--- src/sv/rcd_pkg.sv ---
package rcd_pkg;

	localparam int WORD_W    = 32;
	localparam int CMD_W     = 3;
	localparam int ST_W      = 2;
	localparam int OCC_W     = 5;
	localparam int DEPTH_DEF = 16;

	typedef enum logic [CMD_W-1:0] {
		CMD_INS_R  = 3'd0,
		CMD_INS_L  = 3'd1,
		CMD_DEL_L  = 3'd2,
		CMD_DEL_R  = 3'd3,
		CMD_PEEK_L = 3'd4,
		CMD_PEEK_R = 3'd5
	} cmd_t;

	typedef enum logic [ST_W-1:0] {
		ST_OK        = 2'd0,
		ST_OVERFLOW  = 2'd1,
		ST_UNDERFLOW = 2'd2,
		ST_FORBIDDEN = 2'd3
	} status_t;

	// restrict_mode encodings
	localparam logic MODE_IN_RESTR  = 1'b0;
	localparam logic MODE_OUT_RESTR = 1'b1;

	typedef struct packed {
		status_t           status;
		logic [OCC_W-1:0]  occupancy;
		logic              is_empty;
		logic              is_full;
		logic              rd_sel;
	} res_t;

endpackage

--- src/sv/rcd_if.sv ---
interface rcd_req_if;
	logic                               valid;
	logic                               ready;
	logic [rcd_pkg::CMD_W-1:0]          cmd;
	logic signed [rcd_pkg::WORD_W-1:0]  value;

	modport source (output valid, output cmd, output value, input ready);
	modport sink   (input valid, input cmd, input value, output ready);
endinterface

interface rcd_rsp_if;
	logic                               valid;
	logic                               ready;
	logic signed [rcd_pkg::WORD_W-1:0]  data;
	logic [rcd_pkg::ST_W-1:0]           status;
	logic [rcd_pkg::OCC_W-1:0]          occupancy;
	logic                               is_empty;
	logic                               is_full;

	modport source (output valid, output data, output status, output occupancy,
		output is_empty, output is_full, input ready);
	modport sink   (input valid, input data, input status, input occupancy,
		input is_empty, input is_full, output ready);
endinterface

interface rcd_cfg_if;
	logic valid;
	logic ready;
	logic data;

	modport source (output valid, output data, input ready);
	modport sink   (input valid, input data, output ready);
endinterface

--- src/sv/rcd_mem.sv ---
module rcd_mem #(
	parameter int DEPTH = rcd_pkg::DEPTH_DEF,
	parameter int W     = rcd_pkg::WORD_W,
	localparam int AW   = $clog2(DEPTH)
) (
	input  logic          clk,
	input  logic          we,
	input  logic [AW-1:0] waddr,
	input  logic [W-1:0]  wdata,
	input  logic          re,
	input  logic [AW-1:0] raddr,
	output logic [W-1:0]  rdata
);

	logic [W-1:0] mem [DEPTH];

	always_ff @(posedge clk) begin
		if (we) begin
			mem[waddr] <= wdata;
		end
		if (re) begin
			rdata <= mem[raddr];
		end
	end

endmodule

--- src/sv/rcd_ctrl.sv ---
module rcd_ctrl #(
	parameter int DEPTH = rcd_pkg::DEPTH_DEF,
	localparam int AW   = $clog2(DEPTH),
	localparam int CW   = $clog2(DEPTH + 1)
) (
	input  logic                        clk,
	input  logic                        arst_n,
	input  logic                        go,
	input  logic                        mode,
	input  logic [rcd_pkg::CMD_W-1:0]   cmd,
	input  logic [rcd_pkg::WORD_W-1:0]  value,
	output logic                        we,
	output logic [AW-1:0]               waddr,
	output logic [rcd_pkg::WORD_W-1:0]  wdata,
	output logic                        re,
	output logic [AW-1:0]               raddr,
	output rcd_pkg::res_t               res
);

	localparam logic [AW-1:0] LAST = AW'(DEPTH - 1);

	logic [AW-1:0] front_q, rear_q, front_nx, rear_nx;
	logic          empty_q, empty_nx;
	logic          wr_en, rd_en;
	logic [CW-1:0] cnt_now, cnt_nx;

	function automatic logic [CW-1:0] count_of(logic [AW-1:0] f, logic [AW-1:0] r,
		logic e);
		logic [CW-1:0] d;
		if (r >= f) begin
			d = CW'(r) - CW'(f);
		end else begin
			d = CW'(r) + CW'(DEPTH) - CW'(f);
		end
		return e ? '0 : d + CW'(1);
	endfunction

	function automatic logic [AW-1:0] step_up(logic [AW-1:0] i);
		return (i == LAST) ? '0 : i + AW'(1);
	endfunction

	function automatic logic [AW-1:0] step_down(logic [AW-1:0] i);
		return (i == '0) ? LAST : i - AW'(1);
	endfunction

	assign cnt_now = count_of(front_q, rear_q, empty_q);

	always_comb begin
		logic forbidden, ins, del, left;
		forbidden  = 1'b0;
		ins        = 1'b0;
		del        = 1'b0;
		left       = 1'b0;
		unique case (rcd_pkg::cmd_t'(cmd))
			rcd_pkg::CMD_INS_R: begin
				ins = 1'b1;
			end
			rcd_pkg::CMD_INS_L: begin
				ins       = 1'b1;
				left      = 1'b1;
				forbidden = (mode == rcd_pkg::MODE_IN_RESTR);
			end
			rcd_pkg::CMD_DEL_L: begin
				del  = 1'b1;
				left = 1'b1;
			end
			rcd_pkg::CMD_DEL_R: begin
				del       = 1'b1;
				forbidden = (mode == rcd_pkg::MODE_OUT_RESTR);
			end
			rcd_pkg::CMD_PEEK_L: begin
				left = 1'b1;
			end
			rcd_pkg::CMD_PEEK_R: begin
			end
			default: begin
				forbidden = 1'b1;
			end
		endcase

		front_nx   = front_q;
		rear_nx    = rear_q;
		empty_nx   = empty_q;
		wr_en      = 1'b0;
		rd_en      = 1'b0;
		waddr      = '0;
		raddr      = left ? front_q : rear_q;
		res.status = rcd_pkg::ST_OK;

		priority if (forbidden) begin
			res.status = rcd_pkg::ST_FORBIDDEN;
		end else if (ins) begin
			if (cnt_now == CW'(DEPTH)) begin
				res.status = rcd_pkg::ST_OVERFLOW;
			end else begin
				wr_en = 1'b1;
				if (empty_q) begin
					front_nx = '0;
					rear_nx  = '0;
					empty_nx = 1'b0;
					waddr    = '0;
				end else if (left) begin
					front_nx = step_down(front_q);
					waddr    = front_nx;
				end else begin
					rear_nx = step_up(rear_q);
					waddr   = rear_nx;
				end
			end
		end else if (empty_q) begin
			res.status = rcd_pkg::ST_UNDERFLOW;
		end else begin
			rd_en = 1'b1;
			if (del) begin
				if (front_q == rear_q) begin
					front_nx = '0;
					rear_nx  = '0;
					empty_nx = 1'b1;
				end else if (left) begin
					front_nx = step_up(front_q);
				end else begin
					rear_nx = step_down(rear_q);
				end
			end
		end

		cnt_nx        = count_of(front_nx, rear_nx, empty_nx);
		res.occupancy = rcd_pkg::OCC_W'(cnt_nx);
		res.is_empty  = (cnt_nx == '0);
		res.is_full   = (cnt_nx == CW'(DEPTH));
		res.rd_sel    = rd_en;
	end

	assign we    = go && wr_en;
	assign re    = go && rd_en;
	assign wdata = value;

	always_ff @(posedge clk or negedge arst_n) begin
		if (!arst_n) begin
			front_q <= '0;
			rear_q  <= '0;
			empty_q <= 1'b1;
		end else if (go) begin
			front_q <= front_nx;
			rear_q  <= rear_nx;
			empty_q <= empty_nx;
		end
	end

endmodule

--- src/sv/restricted_circular_deque.sv ---
// Circular deque of DEPTH signed 32-bit words with insert, delete and peek at
// both ends; every command gives exactly one result with data, status, and the
// occupancy and empty/full flags after the command. A command is taken in any
// cycle in which the result register is empty or its result is being taken, so
// the block sustains one command per clock while results are taken; each result
// appears in the cycle after its command is taken, from the output register and
// the registered read port of the slot memory. restrict_mode (reset 0) selects
// input-restricted use (insert left rejected) or output-restricted use (delete
// right rejected); rejected commands and codes 6 and 7 return status 3 and change
// nothing. Occupancy is reported modulo 32. Slots are not cleared at reset.
module restricted_circular_deque #(
	parameter int DEPTH = rcd_pkg::DEPTH_DEF,
	localparam int AW   = $clog2(DEPTH)
) (
	input  logic       clk,
	input  logic       arst_n,
	rcd_req_if.sink    req,
	rcd_rsp_if.source  rsp,
	rcd_cfg_if.sink    cfg
);

	logic                       go;
	logic                       mode_q;
	logic                       valid_q;
	rcd_pkg::res_t              res, res_q;
	logic                       we, re;
	logic [AW-1:0]              waddr, raddr;
	logic [rcd_pkg::WORD_W-1:0] wdata, rdata;

	assign req.ready = !valid_q || rsp.ready;
	assign go        = req.valid && req.ready;
	assign cfg.ready = 1'b1;

	rcd_ctrl #(.DEPTH(DEPTH)) u_ctrl (
		.clk    (clk),
		.arst_n (arst_n),
		.go     (go),
		.mode   (mode_q),
		.cmd    (req.cmd),
		.value  (req.value),
		.we     (we),
		.waddr  (waddr),
		.wdata  (wdata),
		.re     (re),
		.raddr  (raddr),
		.res    (res)
	);

	rcd_mem #(.DEPTH(DEPTH), .W(rcd_pkg::WORD_W)) u_mem (
		.clk   (clk),
		.we    (we),
		.waddr (waddr),
		.wdata (wdata),
		.re    (re),
		.raddr (raddr),
		.rdata (rdata)
	);

	always_ff @(posedge clk or negedge arst_n) begin
		if (!arst_n) begin
			mode_q  <= rcd_pkg::MODE_IN_RESTR;
			valid_q <= 1'b0;
		end else begin
			if (cfg.valid && cfg.ready) begin
				mode_q <= cfg.data;
			end
			if (go) begin
				valid_q <= 1'b1;
			end else if (rsp.ready) begin
				valid_q <= 1'b0;
			end
		end
	end

	always_ff @(posedge clk) begin
		if (go) begin
			res_q <= res;
		end
	end

	assign rsp.valid     = valid_q;
	assign rsp.data      = res_q.rd_sel ? rdata : '0;
	assign rsp.status    = res_q.status;
	assign rsp.occupancy = res_q.occupancy;
	assign rsp.is_empty  = res_q.is_empty;
	assign rsp.is_full   = res_q.is_full;

	a_result_follows: assert property (@(posedge clk) disable iff (!arst_n)
		go |=> rsp.valid)
		else $error("accepted item gave no result");

	a_empty_full: assert property (@(posedge clk) disable iff (!arst_n)
		rsp.valid |-> !(rsp.is_empty && rsp.is_full))
		else $error("empty and full at once");

	a_empty_occ: assert property (@(posedge clk) disable iff (!arst_n)
		rsp.valid && rsp.is_empty |-> rsp.occupancy == '0)
		else $error("empty with nonzero occupancy");

	a_err_data: assert property (@(posedge clk) disable iff (!arst_n)
		rsp.valid && rsp.status != rcd_pkg::ST_OK |-> rsp.data == '0)
		else $error("error result with nonzero data");

endmodule

--- src/flat_wrapper.sv ---
// flat-port wrapper written by rule: the top's interface ports become plain ports
module restricted_circular_deque_flat 
#(
	parameter int DEPTH = rcd_pkg::DEPTH_DEF,
	localparam int AW   = $clog2(DEPTH)
)
  (clk, arst_n, req_valid, req_cmd, req_value, req_ready, rsp_valid, rsp_data, rsp_status, rsp_occupancy, rsp_is_empty, rsp_is_full, rsp_ready, cfg_valid, cfg_data, cfg_ready);
  rcd_req_if req_i ();
  rcd_rsp_if rsp_i ();
  rcd_cfg_if cfg_i ();
  input  logic clk;
  input  logic arst_n;
  input wire logic [$bits(req_i.valid)-1:0] req_valid;
  input wire logic [$bits(req_i.cmd)-1:0] req_cmd;
  input wire logic [$bits(req_i.value)-1:0] req_value;
  output wire logic [$bits(req_i.ready)-1:0] req_ready;
  output wire logic [$bits(rsp_i.valid)-1:0] rsp_valid;
  output wire logic [$bits(rsp_i.data)-1:0] rsp_data;
  output wire logic [$bits(rsp_i.status)-1:0] rsp_status;
  output wire logic [$bits(rsp_i.occupancy)-1:0] rsp_occupancy;
  output wire logic [$bits(rsp_i.is_empty)-1:0] rsp_is_empty;
  output wire logic [$bits(rsp_i.is_full)-1:0] rsp_is_full;
  input wire logic [$bits(rsp_i.ready)-1:0] rsp_ready;
  input wire logic [$bits(cfg_i.valid)-1:0] cfg_valid;
  input wire logic [$bits(cfg_i.data)-1:0] cfg_data;
  output wire logic [$bits(cfg_i.ready)-1:0] cfg_ready;
  assign req_i.valid = req_valid;
  assign req_i.cmd = req_cmd;
  assign req_i.value = req_value;
  assign req_ready = req_i.ready;
  assign rsp_valid = rsp_i.valid;
  assign rsp_data = rsp_i.data;
  assign rsp_status = rsp_i.status;
  assign rsp_occupancy = rsp_i.occupancy;
  assign rsp_is_empty = rsp_i.is_empty;
  assign rsp_is_full = rsp_i.is_full;
  assign rsp_i.ready = rsp_ready;
  assign cfg_i.valid = cfg_valid;
  assign cfg_i.data = cfg_data;
  assign cfg_ready = cfg_i.ready;
  restricted_circular_deque #(.DEPTH(DEPTH)) u_core (.clk(clk), .arst_n(arst_n), .req(req_i), .rsp(rsp_i), .cfg(cfg_i));
endmodule
--- config.mk ---
export PLATFORM = sky130hd
export DESIGN_NAME = restricted_circular_deque_flat
export DESIGN_NICKNAME = d
export VERILOG_FILES = /design/src/sv/rcd_pkg.sv /design/src/sv/rcd_if.sv /design/src/sv/rcd_mem.sv /design/src/sv/rcd_ctrl.sv /design/src/sv/restricted_circular_deque.sv /design/src/flat_wrapper.sv
export SDC_FILE = /design/constraint.sdc
export NUM_CORES = 1
export LEC_CHECK = 0
export BUFFER_PORTS_ARGS = -buffer_cell sky130_fd_sc_hd__buf_2
export CAP_MARGIN = 20
export CORE_ASPECT_RATIO = 0.75
export CORE_MARGIN = 4
export CORE_UTILIZATION = 62
export CTS_CLUSTER_SIZE = 20
export DETAILED_ROUTE_END_ITERATION = 6
export PLACE_DENSITY = 0.77
export SETUP_SLACK_MARGIN = 0.1
export SLEW_MARGIN = 25
export SYNTH_ARGS = -nofsm -noshare
export SYNTH_HDL_FRONTEND = slang
export SYNTH_SLANG_ARGS = --single-unit
--- constraint.sdc ---
create_clock -name clk -period 8.9 [get_ports clk]
set_input_delay 1.78 -clock clk [delete_from_list [all_inputs] [get_ports clk]]
set_output_delay 1.78 -clock clk [all_outputs]
set_load 0.02 [all_outputs]
==> results of run 1 <==
## routing by layer
metal	track usage, %	share of wire, %	up-vias
li1	-	-	5280
met1	39.5	42	6431
met2	40.4	48	606
met3	4.46	8.2	83
met4	5.21	1.6	10
met5	0	0.11	-
## cell families (layout without fill, tap and decap cells)
group                    count (synthesis)  in the layout  share of synthesized area (%)
XOR/XNOR                                 8              8                          0.302
flip-flops                             565            565                           72.9
multiplexers                           132            132                           12.6
AO/OA/AOI/OAI                          172            172                           5.16
AND/OR/NAND/NOR                        280            280                           6.10
buffers and inverters                   98            218                           1.99
adder cells (fa/ha/maj)                 16             16                          0.927
other                                    1              1                         0.0162
## registers in the layout (all words and copies together) (netlist names)
signal and cells:
u_core.mode_q 1, u_core.rsp.is_full 1, u_core.res_q 1, u_core.rsp.valid 1, u_core.u_ctrl.rear_q 4, u_core.rsp.is_empty 1, u_core.rsp.status 2, u_core.rsp.occupancy 5
u_core.u_ctrl.front_q 4, u_core.u_ctrl.empty_q 1, u_core.u_mem.mem 512, u_core.u_mem.rdata 32
## power by group through the flow
| stage | clock [W] | sequential (W) | combinational, W |
|---|---|---|---|
| final | 0.00209 | 0.00315 | 0.00209 |
| after global routing | 0.00223 | 0.00316 | 0.00229 |
| after CTS | 0.00212 | 0.00315 | 0.00210 |
| after detailed placement | 0 | 0.00321 | 0.00208 |
| after global placement | 0 | 0.00321 | 0.00204 |
| after floorplan | 0 | 0.00316 | 0.00162 |
## layout by cell type (no fill, tap or decap), drive strengths merged, types with 5 or more instances in the layout
master,Yosys,routed
edfxtp,554,554
a211oi,35,35
clkinv,1,20
o21ai,27,27
dfrtp,10,10
nand2,105,105
ha,14,14
a31oi,42,42
inv,19,20
clkbuf,34,62
nand2b,8,8
and4,5,5
and2,72,72
bufinv,0,5
nand3,10,10
a21oi,23,23
o31ai,5,5
buf,44,110
nor2,41,41
nor3,13,13
mux4,128,128
## stage by stage
stage          cell area, µm²  util, %  worst slack, ns  std cells
6_report                25800     69.8             2.80       1896
4_1_cts                 25800     69.8             2.92       1896
5_1_grt                 25800     69.8             2.37       1896
2_1_floorplan           23200        -             3.40       1272
3_3_place_gp            24300     65.6             2.96       1808
3_5_place_dp            24300     65.6             2.79       1808
## worst paths after layout
| path | startpoint | endpoint | depth (start not counted) |
|---|---|---|---|
| max reg2reg | u_core.u_ctrl.rear_q[0]$_DFFE_PN0P_ | u_core.rsp.is_empty$_DFFE_PP_ | 23 |
| min | u_core.rsp.valid$_DFFE_PN0P_ | u_core.rsp.valid$_DFFE_PN0P_ | 2 |
| min reg2reg | u_core.rsp.valid$_DFFE_PN0P_ | u_core.rsp.valid$_DFFE_PN0P_ | 2 |
| min in group asynchronous | arst_n | u_core.rsp.valid$_DFFE_PN0P_ | 1 |
| max | u_core.u_ctrl.rear_q[0]$_DFFE_PN0P_ | u_core.rsp.is_empty$_DFFE_PP_ | 23 |
| max in group asynchronous | arst_n | u_core.u_ctrl.empty_q$_DFFE_PN1P_ | 1 |
## tightest hold or removal path, delay by kind of cell, from the launching register on
family / cells / cell delay (ns)
flops: 1 / 0.34
simple gates: 2 / 0.16
## layout make-up
type / instances / share of cell area [%]
repair buffers: 110 / 2.49
inverters: 20 / 0.291
flip-flops and latches: 565 / 65.5
multi-input cells: 609 / 23.3
clock buffers: 62 / 5.02
well taps: 504 / 2.44
clock inverters: 26 / 0.998
==> run_results.csv, run 1 <==
group,metric,value,unit
critical_path,critPathSlowestCell,"nor3_1",
critical_path,crit_type,"reg -> reg",
power,power_density,284,nW/µm²
job,maxCapViolations,0,
detailed_routing,drt_iter0_drc,1573,
synthesis,yosys_warnings,0,
clock_tree,clk_pin_slew,0.07,ns
power,power_leakage,8.46,nW
sta,period_share,68.6,%
critical_path,worstPathRequired,9.20,ns
critical_path,cp_max_fo,10,
power,pwr-share-seq,43.0,%
clock_tree,post-cts-setup-buffer-count,0,
sta,worst_pin_slew,1.02,ns
detailed_routing,viasPerCell,6.55,
floorplanning,die_area,40600,µm²
finish,syn_to_final_growth,11.3,%
power,power,0.00734,W
power,switchingPower,0.00222,W
detailed_routing,route.detailed.wl_per_inst,27.3,µm
finish,fillers,2309,
floorplanning,die_width,231,µm
clock_tree,cts_buffers,50,
detailed_routing,num_vias,12410,
grt,grt_pass1_vias,12460,
floorplanning,start_util,62.7,%
critical_path,crit_arrival,6.40,ns
synthesis,yosys_most_used_dff,"edfxtp_1",
synthesis,synth_area_leaders,"edfxtp_1, mux4_2, and2_1, nand2_1, a211oi_1",
grt,grt_pass1_wl,77900,µm
finish,multiInputGateArea,6020,µm²
critical_path,r2r_slack,2.80,ns
synthesis,synthDistinctLibCells,79,
critical_path,cp-end-kind,"register",
power,pwr-share-clk,28.5,%
grt,grt_usage,25.8,%
outcome,status,"finished, final reports clean",
sta,max_freq,164,MHz
power,switching_share,30.2,%
detailed_routing,drc,0,
synthesis,synth.most_common_cell,"edfxtp_1",
sta,hold_slack,0.538,ns
power,p_int,0.00512,W
placement,dp_hpwl,26100,µm
critical_path,cp_cell_sequence,"inv_1, ha_1, inv_1, fa_1, ha_1, nand2_1, a21oi_1, o32a_1, and3_4, nor3_1, a21oi_1, nand2_1, nand2_1, o21ai_0, ha_1, inv_1, fa_1, and4b_1, and4_1, a2111oi_2, nand2_2, a41oi_1, o31ai_1",
finish,regArea,16900,µm²
floorplanning,coreArea,37000,µm²
power,combPwrFrac,28.5,%
sta,finalHoldViolations,0,
sta,rsz0062_at_grt,"false",
placement,place_congestion,0.926,
critical_path,path_buf_inv,3,
detailed_routing,ant_nets,0,
finish,layout-drive-gt1-share,24.9,%
sta,slew_violations,0,
critical_path,crit_path_start_kind,"register",
detailed_routing,firstDrtPassIters,5,
grt,antenna_found_initial,5,
synthesis,synth_nets,1329,
grt,overflow,0,
synthesis,seq_area_frac_synth,72.9,%
floorplanning,io_pins,85,
synthesis,async_flop_share,1.95,%
clock_tree,post_cts_resized,0,
clock_tree,clock-sinks,565,
synthesis,ys_seq_elements,565,
synthesis,synthCells,1272,
synthesis,synth_top_area_share,71.7,%
clock_tree,tritoncts,"done",
clock_tree,clock_latency,0.56,ns
synthesis,yosysTopAreaCell,"edfxtp_1",
sta,setup_violations,0,
synthesis,netlist_area,23200,µm²
hold_path,min_path_type,"reg -> reg",
clock_tree,postCtsHoldBufs,0,
floorplanning,die_h,176,µm
synthesis,syn_area_per_cell,18.2,µm²
placement,io_buffers,83,
finish,fin_nets,1413,
finish,insertedDiodeCount,0,
synthesis,synth-edff-count,554,
grt,grt_max_degree,129,
synthesis,synthTopCellsByCount,"edfxtp_1, mux4_2, nand2_1",
clock_tree,clock_path_buffers,3,
sta,slew_headroom,31.3,%
clock_tree,htreeDepth,2,
sta,fin_crit,6.10,ns
critical_path,cp_slowest_stage_delay,0.82,ns
floorplanning,rows,61,
critical_path,cp_top_family,"simple AND/OR/NAND/NOR gates",
power,peakVddDrop,0.182,mV
sta,skew,0.0116,ns
detailed_routing,wirelength,51700,µm
sta,setup_tns,0,ns
clock_tree,cts_root_buffer,"clkbuf_16",
Note: power is estimated with default switching activity, not from simulation.
==> run 2: changes to the inputs <==
--- a/config.mk
+++ b/config.mk
@@ -9,10 +9,10 @@
 export CAP_MARGIN = 20
 export CORE_ASPECT_RATIO = 0.75
 export CORE_MARGIN = 4
-export CORE_UTILIZATION = 62
+export CORE_UTILIZATION = 56
 export CTS_CLUSTER_SIZE = 20
 export DETAILED_ROUTE_END_ITERATION = 6
-export PLACE_DENSITY = 0.77
+export PLACE_DENSITY = 0.73
 export SETUP_SLACK_MARGIN = 0.1
 export SLEW_MARGIN = 25
 export SYNTH_ARGS = -nofsm -noshare
==> constraint.sdc (replaced) <==
create_clock -name clk -period 5 [get_ports clk]
set_input_delay 1 -clock clk [delete_from_list [all_inputs] [get_ports clk]]
set_output_delay 1 -clock clk [all_outputs]
set_load 0.02 [all_outputs]
==> run_results.csv, run 2 (synthesis gave the netlist of run 1 again) <==
group,metric,value,unit
outcome,status,"finished, final reports clean",
sta,max_freq,207,MHz
power,peakVddDrop,0.352,mV
critical_path,crit_arrival,5.24,ns
grt,antenna_found_initial,5,
hold_path,min_path_type,"in -> async",
detailed_routing,drt_iter0_drc,1234,
grt,grt_pass1_vias,12609,
floorplanning,die_width,243,µm
placement,place_congestion,0.939,
clock_tree,postCtsHoldBufs,0,
detailed_routing,firstDrtPassIters,5,
sta,rsz0062_at_grt,"true",
detailed_routing,top_layer,"met5",
floorplanning,io_pins,85,
power,combPwrFrac,31.1,%
clock_tree,htreeDepth,2,
clock_tree,cts_root_buffer,"clkbuf_16",
grt,grt_max_degree,49,
power,p_int,0.00966,W
finish,top_register,"u_core.u_mem.mem",
critical_path,critPathSlowestCell,"fa_1",
sta,fin_crit,4.82,ns
floorplanning,die_area,44800,µm²
sta,worst_slack,0.179,ns
finish,largest_register_ffs,512,
finish,layout-drive-gt1-share,30.9,%
critical_path,reg2regPathDepth,23,
job,maxCapViolations,0,
power,power_density,517,nW/µm²
sta,hold_slack,0.301,ns
sta,slew_violations,0,
critical_path,cp_cell_sequence,"inv_2, ha_4, inv_2, fa_1, ha_2, buf_6, o21bai_1, o32a_1, and3_4, nor3_4, a21oi_2, nand2_1, nand2_1, o21ai_2, ha_2, inv_2, fa_2, or3_4, a211oi_4, a2111oi_4, nand2_2, mux2_4, nor3_2",
detailed_routing,wl_met3,4060,µm
critical_path,crit_path_start_kind,"register",
sta,finalHoldViolations,0,
placement,dp_hpwl,30600,µm
grt,overflow,0,
finish,syn_to_final_growth,15.9,%
detailed_routing,drc,0,
finish,layout_commonest_cell,"edfxtp_1",
critical_path,crit_type,"reg -> reg",
floorplanning,coreArea,40800,µm²
clock_tree,tritoncts,"done",
detailed_routing,ant_nets,0,
finish,fin_nets,1478,
power,switching_share,30.5,%
critical_path,cp-end-kind,"register",
detailed_routing,wl_met2,25500,µm
floorplanning,start_util,56.8,%
critical_path,crit_start,"u_core.u_ctrl.rear_q[0]$_DFFE_PN0P_",
critical_path,path_common_cell,"inv_2",
clock_tree,clock_path_buffers,3,
detailed_routing,route.detailed.wl_per_inst,26.6,µm
placement,io_buffers,83,
finish,fillers,2771,
finish,layout_common_cells,"edfxtp_1, mux4_2, nand2_1",
clock_tree,cts_buffers,51,
power,pwr-share-seq,39.9,%
sta,skew,0.0196,ns
detailed_routing,wirelength,53000,µm
power,pwr-share-clk,29.0,%
grt,grt_usage,23.8,%
detailed_routing,viasPerCell,6.27,
sta,setup_violations,0,
critical_path,rr_startpoint,"u_core.u_ctrl.rear_q[0]$_DFFE_PN0P_",
floorplanning,die_h,184,µm
detailed_routing,wl_met1,22600,µm
power,switchingPower,0.00424,W
sta,worst_pin_slew,0.971,ns
power,power_leakage,8.96,nW
critical_path,cp_slowest_stage_delay,0.52,ns
clock_tree,clock-sinks,565,
clock_tree,clk_pin_slew,0.06,ns
placement,place_ws,-0.0195,ns
sta,period_share,96.4,%
sta,slew_headroom,34.6,%
critical_path,worstPathRequired,5.42,ns
grt,grt_pass1_wl,79900,µm
floorplanning,rows,64,
detailed_routing,num_vias,12502,
critical_path,cp_max_fo,5,
clock_tree,clock_latency,0.58,ns
==> run 2: layout make-up <==
| class | count | area [µm²] | area share, % |
|---|---|---|---|
| Antenna cell | 2 | 5.00 | 0.0186 |
| Timing Repair Buffer | 174 | 1340 | 4.99 |
| Inverter | 20 | 75.1 | 0.279 |
| Clock buffer | 60 | 1310 | 4.87 |
| Tap cell | 528 | 661 | 2.46 |
| Sequential cell | 565 | 16900 | 62.9 |
| Clock inverter | 36 | 427 | 1.59 |
| Multi-Input combinational cell | 609 | 6180 | 23.0 |
==> run 2: routing by layer <==
| layer | vias up | GRT usage (%) |
|---|---|---|
| li1 | 5422 | - |
| met1 | 6499 | 35.5 |
| met2 | 505 | 37.8 |
| met3 | 68 | 4.74 |
| met4 | 8 | 4.78 |
| met5 | - | 0 |
==> run 2: path summary, 6_finish.rpt <==
| kind | to | slack [ns] |
|---|---|---|
| min in group clk | u_core.rsp.valid$_DFFE_PN0P_ | 0.53 |
| min | u_core.mode_q$_DFFE_PN0P_ | 0.30 |
| max | u_core.rsp.is_full$_DFFE_PP_ | 0.18 |
| min reg2reg | u_core.rsp.valid$_DFFE_PN0P_ | 0.53 |
| max reg2reg | u_core.rsp.is_full$_DFFE_PP_ | 0.18 |
| max in group asynchronous | u_core.u_ctrl.empty_q$_DFFE_PN1P_ | 4.41 |
==> run 2: power by group through the flow <==
stage / logic (W) / clock network (W) / registers (W)
after floorplan: 0.00289 / 0 / 0.00562
after global placement: 0.00405 / 0 / 0.00565
after detailed placement: 0.00412 / 0 / 0.00565
after CTS: 0.00416 / 0.00410 / 0.00555
after global routing: 0.00471 / 0.00433 / 0.00556
final: 0.00432 / 0.00403 / 0.00555
==> run 2: timing repair <==
action / CTS / global route
gates resized for setup: 5 / 26
pin swaps: 5 / 16
endpoints found under the setup margin: 3 / 3
buffers inserted: 1 / 9
==> run 2: critical path, delay by kind of cell (launching register included) <==
family / cells / cell delay (ns)
compound gates: 6 / 0.97
mux: 1 / 0.32
buf+inv: 4 / 0.28
fa+ha+maj: 5 / 1.51
flops: 1 / 0.39
simple gates: 7 / 1.19
==> run 2: per-stage QoR <==
stage                     utilization [%]  TNS, ns  power [W]  area [µm²]  cells
after floorplan                         -        0    0.00852       23200   1272
after global placement               61.0        0    0.00970       24900   1884
after detailed placement             61.1  -0.0319    0.00977       24900   1885
after CTS                            65.4        0     0.0138       26700   1982
after global routing                 65.9  -0.0908     0.0146       26900   1993
final                                65.9        0     0.0139       26900   1994
